## config.mk

```make
export PLATFORM = sky130hd
export DESIGN_NAME = rsakl_ctrl
export DESIGN_NICKNAME = d
export VERILOG_FILES = /design/src/design/rsakl_pkg.sv /design/src/design/rsakl_ctrl.sv
export SDC_FILE = /design/constraint.sdc
export NUM_CORES = 1
export LEC_CHECK = 0
export BUFFER_PORTS_ARGS = -buffer_cell sky130_fd_sc_hd__buf_2
export CAP_MARGIN = 5
export CORE_MARGIN = 2
export CORE_UTILIZATION = 45
export DETAILED_ROUTE_END_ITERATION = 8
export GPL_ROUTABILITY_DRIVEN = 0
export GPL_TIMING_DRIVEN = 0
export PLACE_DENSITY = 0.84
export SLEW_MARGIN = 20
export SYNTH_ARGS = -nofsm -noshare
export SYNTH_HDL_FRONTEND = slang
export SYNTH_SLANG_ARGS = --single-unit
```

## constraint.sdc

```tcl
create_clock -name clk -period 1.7 [get_ports clk]
set_input_delay 0.085 -clock clk [delete_from_list [all_inputs] [get_ports clk]]
set_output_delay 0.085 -clock clk [all_outputs]
set_load 0.005 [all_outputs]
```

## src/design/rsakl_pkg.sv

```systemverilog
`default_nettype none
package rsakl_pkg;

  localparam int BUF_DEPTH = 65536;
  localparam int LOOKBACK  = 5;
  localparam int ADDR_W    = $clog2(BUF_DEPTH);
  localparam int FILL_W    = ADDR_W + 1;
  localparam int HP_W      = 34;
  localparam int D_W       = $clog2(LOOKBACK + 2);

  localparam logic [7:0]  SEQ_TAG        = 8'h30;
  localparam logic [7:0]  INT_TAG        = 8'h02;
  localparam logic [31:0] MAX_LEN_RESET  = 32'd26000;

  typedef struct packed {
    logic [7:0] data_byte;
    logic       last_byte;
  } in_word_t;

  typedef struct packed {
    logic        found;
    logic [15:0] key_offset;
  } out_word_t;

  typedef enum logic [2:0] {
    SEL_MARK,
    SEL_LOOK,
    SEL_HDR,
    SEL_LEN,
    SEL_VAL
  } rd_sel_t;

  typedef enum logic [4:0] {
    S_LOAD, S_START, S_CAND, S_MRD, S_MEV, S_LOOK, S_LEV,
    S_HRD, S_HEV, S_LCHK, S_LBEV, S_HCHK, S_VEV, S_FOUND, S_NOTF
  } state_t;

  typedef struct packed {
    logic    we;
    logic    scan_init;
    logic    rd_en;
    rd_sel_t rd_sel;
    logic    m_clr;
    logic    m_inc;
    logic    pos_inc;
    logic    d_init;
    logic    d_inc;
    logic    hp_from_k;
    logic    hdr_short;
    logic    len_start;
    logic    len_shift;
    logic    len_done;
    logic    hp_add_fl;
    logic    hdr_inc;
    logic    out_load;
    logic    out_found;
  } cmd_t;

  typedef struct packed {
    logic       len_lt4;
    logic       scan_end;
    logic       rd_ok;
    logic       match;
    logic       m_last;
    logic       look_end;
    logic       is_seq;
    logic       is_int;
    logic       long_form;
    logic       j_end;
    logic       len_ok;
    logic [1:0] hdr_idx;
    logic       out_busy;
  } stat_t;

  function automatic logic [7:0] marker(input logic [1:0] m);
    unique case (m)
      2'd0: marker = 8'h02;
      2'd1: marker = 8'h01;
      2'd2: marker = 8'h00;
      default: marker = 8'h02;
    endcase
  endfunction

endpackage
`default_nettype wire

```

## src/design/rsakl_ctrl.sv

```systemverilog
`default_nettype none
module rsakl_ctrl import rsakl_pkg::*; (
  input  wire logic  clk,
  input  wire logic  rst,
  input  wire logic  in_fire,
  input  wire logic  in_last,
  input  wire stat_t st,
  output logic       busy,
  output cmd_t       cmd
);

  state_t state, state_next;

  always_ff @(posedge clk) begin
    if (rst) state <= S_LOAD;
    else     state <= state_next;
  end

  always_comb begin
    state_next = state;
    unique case (state)
      S_LOAD:  if (in_fire && in_last) state_next = S_START;
      S_START: state_next = st.len_lt4 ? S_NOTF : S_CAND;
      S_CAND:  state_next = st.scan_end ? S_NOTF : S_MRD;
      S_MRD:   state_next = S_MEV;
      S_MEV: begin
        if (!st.match)      state_next = S_CAND;
        else if (st.m_last) state_next = S_LOOK;
        else                state_next = S_MRD;
      end
      S_LOOK:  state_next = st.look_end ? S_CAND : S_LEV;
      S_LEV:   state_next = (st.rd_ok && st.is_seq) ? S_HRD : S_LOOK;
      S_HRD:   state_next = S_HEV;
      S_HEV: begin
        if (!st.rd_ok)         state_next = S_CAND;
        else if (st.long_form) state_next = S_LCHK;
        else                   state_next = S_HCHK;
      end
      S_LCHK:  state_next = st.j_end ? S_HCHK : S_LBEV;
      S_LBEV:  state_next = st.rd_ok ? S_LCHK : S_CAND;
      S_HCHK: begin
        unique case (st.hdr_idx)
          2'd0:    state_next = st.len_ok ? S_HRD : S_CAND;
          2'd1:    state_next = S_VEV;
          default: state_next = st.len_ok ? S_FOUND : S_CAND;
        endcase
      end
      S_VEV:   state_next = (st.rd_ok && st.is_int && st.len_ok) ? S_HRD : S_CAND;
      S_FOUND: if (!st.out_busy) state_next = S_LOAD;
      S_NOTF:  if (!st.out_busy) state_next = S_LOAD;
      default: state_next = S_LOAD;
    endcase
  end

  always_comb begin
    cmd  = '0;
    cmd.rd_sel = SEL_MARK;
    busy = (state != S_LOAD);
    unique case (state)
      S_LOAD:  cmd.we = in_fire;
      S_START: cmd.scan_init = 1'b1;
      S_CAND:  cmd.m_clr = 1'b1;
      S_MRD: begin
        cmd.rd_en  = 1'b1;
        cmd.rd_sel = SEL_MARK;
      end
      S_MEV: begin
        if (!st.match)      cmd.pos_inc = 1'b1;
        else if (st.m_last) cmd.d_init = 1'b1;
        else                cmd.m_inc = 1'b1;
      end
      S_LOOK: begin
        if (st.look_end) cmd.pos_inc = 1'b1;
        else begin
          cmd.rd_en  = 1'b1;
          cmd.rd_sel = SEL_LOOK;
        end
      end
      S_LEV: begin
        if (st.rd_ok && st.is_seq) cmd.hp_from_k = 1'b1;
        else                       cmd.d_inc = 1'b1;
      end
      S_HRD: begin
        cmd.rd_en  = 1'b1;
        cmd.rd_sel = SEL_HDR;
      end
      S_HEV: begin
        if (!st.rd_ok)         cmd.pos_inc = 1'b1;
        else if (st.long_form) cmd.len_start = 1'b1;
        else                   cmd.hdr_short = 1'b1;
      end
      S_LCHK: begin
        if (st.j_end) cmd.len_done = 1'b1;
        else begin
          cmd.rd_en  = 1'b1;
          cmd.rd_sel = SEL_LEN;
        end
      end
      S_LBEV: begin
        if (st.rd_ok) cmd.len_shift = 1'b1;
        else          cmd.pos_inc = 1'b1;
      end
      S_HCHK: begin
        unique case (st.hdr_idx)
          2'd0: begin
            if (st.len_ok) cmd.hdr_inc = 1'b1;
            else           cmd.pos_inc = 1'b1;
          end
          2'd1: begin
            cmd.rd_en  = 1'b1;
            cmd.rd_sel = SEL_VAL;
          end
          default: if (!st.len_ok) cmd.pos_inc = 1'b1;
        endcase
      end
      S_VEV: begin
        if (st.rd_ok && st.is_int && st.len_ok) begin
          cmd.hp_add_fl = 1'b1;
          cmd.hdr_inc   = 1'b1;
        end else cmd.pos_inc = 1'b1;
      end
      S_FOUND: begin
        cmd.out_load  = !st.out_busy;
        cmd.out_found = 1'b1;
      end
      S_NOTF:  cmd.out_load = !st.out_busy;
      default: ;
    endcase
  end

endmodule
`default_nettype wire

```

After elaboration in Yosys (flattened, before gate mapping)
Index checks and enable logic that the tools add are counted.
{"block": "word_totals", "word_cells": 84, "register_bits": 5, "output_inout_bits": 21, "inputBits": 18}
{"block": "classes", "reduce_logical": 11, "n_mux": 55, "eq_ne": 17}
{"op": "$pmux 5 s14", "count": 1}
{"op": "$eq 5x4->1 const B", "count": 7}
{"op": "$mux 4", "count": 8}
{"op": "$mux 1", "count": 29}
{"op": "$eq 5x3->1 const B", "count": 4}
{"op": "$pmux 4 s5", "count": 1}
{"op": "$mux 3", "count": 5}
{"op": "$mux 2", "count": 6}
{"op": "$eq 5x2->1 const B", "count": 2}
{"op": "$mux 5", "count": 2}
{"op": "$pmux 4 s2", "count": 1}
{"op": "$eq 5x1->1 const B", "count": 1}
{"op": "$logic_not 5->1", "count": 1}
{"op": "$pmux 1 s5", "count": 1}
{"op": "$reduce_bool 5->1", "count": 1}
{"op": "$logic_and 1x1->1", "count": 4}
{"op": "$ne 2x2->1 const B", "count": 2}
{"op": "$reduce_or 2->1", "count": 2}
{"op": "$eq 2x1->1 const B", "count": 1}
{"op": "$logic_not 2->1", "count": 1}
{"op": "$pmux 1 s2", "count": 1}
{"op": "$reduce_and 2->1", "count": 1}
{"op": "$logic_not 1->1", "count": 1}

Logic depth before layout (Yosys ltp)
{"block": "depth", "ltp_word": 4, "depth_mapped": 6, "depth_no_buf": 4}

Worst setup path after synthesis
OpenSTA, ideal clock, no wires.
{"block": "synth_timing", "path_type": "reg-to-reg", "startpoint": "register state[1]", "endpoint": "register state[0]", "setup_time_ps": 127, "path_buffers": 0, "arrival_time_ps": 1079, "stages_incl_launch_ff": 5, "slack_ps": 493, "period_less_slack_ps": 1207, "t_required_ps": 1573, "path_cell_list": "dfxtp_1 and2b_2 o2bb2ai_2 a211oi_2 a31oi_1"}
{"block": "synth_via", "elab_chain_len": 4, "elab_cells_between_ends": 20, "cone_classes": "eq/ne: 16; mux: 1; reduce/logical: 3"}
{"element": "start: declaration", "line_no": "rsakl_ctrl.sv:12", "rtl": "state_t state, state_next;"}
{"element": "start signal: assignment", "line_no": "rsakl_ctrl.sv:16", "rtl": "else state <= state_next;"}
{"element": "$eq 5x4->1", "line_no": "rsakl_ctrl.sv:21", "rtl": "unique case (state)"}
{"element": "$reduce_or 2->1 (no line)"}
{"element": "$ne 2x2->1 (no line)"}
{"element": "$reduce_and 2->1 (no line)"}
Parallel ways exist; a longest one is shown, timed or not.
A chain may end at the register's enable or synchronous reset.

==> flow_metrics.env <==
export IMPL_irDropWorstVdd_mv=0.5857
export IMPL_vias_per_cell=6.290
export IMPL_synth_cell_types=48
export IMPL_synth_edff_count=0
export IMPL_synthArstFlopShare_pct=0
export IMPL_dp_hpwl_um=1926
export IMPL_grt_max_degree=11
export IMPL_routedWlPerCell_um=15.54
export IMPL_synth_avg_cell_area_sq_um=7.318
export IMPL_drc=0
export IMPL_ys_ff_latch=4
export IMPL_status="finished, final reports clean"
export IMPL_grt_ovfl_total=0
export IMPL_stdcell_count=162
export IMPL_fp_dieW_um=45.52
export IMPL_drt_pass1_iter_count=4
export IMPL_initialDrtViolationCount=37
export IMPL_p_clk_share_pct=10.4
export IMPL_finalCritPeriodShare_pct=94.94
export IMPL_cts_htree_levels=1
export IMPL_ys_warn_count=0
export IMPL_numCtsBuffers=3
export IMPL_initial_core_util_pct=46.44
export IMPL_antenna_found_initial=0
export IMPL_port_buffers=37
export IMPL_cp_max_fo=10
export IMPL_switchingPower_mw=0.6643
export IMPL_sequentialPowerShare_pct=15.0
export IMPL_die_h_um=45.52
export IMPL_final_area_sq_mm=0.001001
export IMPL_core_area_sq_mm=0.001670
export IMPL_post_route_min_period_ns=1.614
export IMPL_placed_area_sq_um=982.2
export IMPL_clock_latency_ns=0.26
export IMPL_hold_viol=0
export IMPL_fillers=164
export IMPL_slew_headroom_pct=78.15
export IMPL_grt_pass1_wl_um=3953
export IMPL_fin_util_pct=59.93
export IMPL_area_growth_pct=29.03
export IMPL_hold_buffers=0
export IMPL_fin_skew_ns=0.008457
export IMPL_yosysSeqAreaShare_pct=10.32
export IMPL_cts_sinks=4
export IMPL_critPathCaptureType="primary output"
export IMPL_cts_resized=0
export IMPL_p_per_area_mw_per_mm2=1318
export IMPL_dp_cells=160
export IMPL_max_cap_violations=0
export IMPL_worst_slew_pin_slew_ns=0.3271
export IMPL_intPower_mw=0.6551
export IMPL_grt_pass1_vias=883
export IMPL_total_leakage_power_nw=0.4521
export IMPL_cp_arrival_ns=1.53
export IMPL_p_total_mw=1.319
export IMPL_syn_inst=106
export IMPL_largest_register="state"
export IMPL_worstSetupPathType="reg -> out"
export IMPL_p_sw_share_pct=50.35
export IMPL_cts_root_buf="clkbuf_4"
export IMPL_nets=165
export IMPL_rsz0062_at_grt="false"
export IMPL_diodes=0
export IMPL_ios=39
export IMPL_cts_tree="built"
export IMPL_clk_path_buf_depth=2
export IMPL_setup_viol=0
export IMPL_rows=15
export IMPL_maxSlewViolCount=0
export IMPL_synthFlopType="dfxtp_1"
export IMPL_grtUsageTotal_pct=26.54
export IMPL_reg_largest_list="state: 4 flops"
export IMPL_path_clk_slew_ns=0.05
export IMPL_worstPathRequired_ns=1.62
export IMPL_cp_start_kind="flop"
export IMPL_largest_reg_flops=4
export IMPL_routed_wl_um=2517
export IMPL_dieArea_sq_mm=0.002072
export IMPL_synth_area_sq_um=775.7
export IMPL_ant_nets=0
export IMPL_pwr_share_comb_pct=74.6
export IMPL_post_cts_setup_buffers=0
export IMPL_min_path_type="in -> reg"
export IMPL_drive_above_1_share_pct=46.21
export IMPL_num_vias=1019
export IMPL_setup_tns_ns=0
export IMPL_fmax_mhz=619.6
export IMPL_synth_fp_nets=124
==> power groups by stage <==
stage | Sequential, mW | Clock [mW] | Combinational (mW)
CTS | 0.192 | 0.135 | 0.984
finish | 0.198 | 0.138 | 0.984
global placement | 0.190 | 0 | 0.950
detailed placement | 0.193 | 0 | 0.980
global route | 0.207 | 0.139 | 1.08
floorplan | 0.176 | 0 | 0.732
==> critical path, stage by stage (launching register included) <==
cell      delay, ns
dfxtp_1        0.39
buf_6          0.19
o32a_1         0.34
o221ai_1       0.19
buf_2          0.15
==> worst paths after layout <==
check	cells after the start	slack, ns	start	end
worst min-delay path	2	0.07	rst	state[2]
worst min register to register	3	0.76	state[0]	state[3]
worst max-delay path	4	0.09	state[1]	cmd[11]
worst max register to register	5	0.24	state[0]	state[2]
==> cells in the final DEF, fill, tap and decap left out, types with 2 or more instances in the layout <==
| cell type | netlist | final |
|---|---|---|
| buf_6 | 4 | 4 |
| o21ai_0 | 3 | 3 |
| nand3_1 | 4 | 4 |
| and3_1 | 4 | 4 |
| nor4b_1 | 2 | 2 |
| dfxtp_1 | 4 | 3 |
| nor2_1 | 10 | 10 |
| buf_2 | 2 | 38 |
| o22ai_1 | 2 | 2 |
| nor3_1 | 2 | 2 |
| a21oi_1 | 4 | 4 |
| inv_2 | 2 | 2 |
| clkbuf_4 | 0 | 3 |
| nor2b_1 | 2 | 2 |
| nand2b_4 | 2 | 2 |
| nand2b_1 | 7 | 7 |
| inv_1 | 2 | 2 |
| a31oi_1 | 6 | 6 |
| nand2_1 | 12 | 12 |
| nor3_2 | 3 | 3 |
==> cells in the mapped netlist, types with 3 or more instances <==
master | instances | area share, %
nand3_1 | 4 | 2.6
dfxtp_1 | 4 | 10
nor2_1 | 10 | 4.8
nand2b_1 | 7 | 5.6
o21ai_0 | 3 | 1.9
and3_1 | 4 | 3.2
buf_6 | 4 | 5.8
a21oi_1 | 4 | 2.6
nor3_2 | 3 | 3.9
a31oi_1 | 6 | 4.8
nand2_1 | 12 | 5.8
==> per-layer routing <==
layer | vias to the layer above | GRT usage [%] | wire (um)
met5 | - | 0 | 0
met4 | 0 | 18.24 | 61
met3 | 8 | 3.968 | 301
met2 | 93 | 40.56 | 1158
met1 | 444 | 33.81 | 995
li1 | 474 | - | -
==> through the flow <==
step                setup WS, ns  hold slack, ns
finish                   0.08608         0.06564
floorplan                 0.4935          0.1483
global placement          0.3514          0.3241
detailed placement        0.3183          0.3261
CTS                      0.04650         0.06452
global route             0.03241         0.06532
==> cell type report <==
class | count | area, sq um | share of cell area, %
multi-input cells | 91 | 620.6 | 62.00
well taps | 17 | 21.27 | 2.125
inverters | 4 | 15.01 | 1.500
clock buffers | 3 | 22.52 | 2.250
flip-flops and latches | 4 | 81.33 | 8.125
repair buffers | 37 | 185.2 | 18.50
plain buffers | 6 | 55.05 | 5.500
==> cell families after synthesis <==
logic type / share of synthesized area (%)
AOI/OAI and AO/OA: 29.84
xor gates and xnor gates: 1.129
DFF: 10.32
and+or+nand+nor: 49.03
buffers and inverters: 9.677
Note: power is estimated with default switching activity, not from simulation.
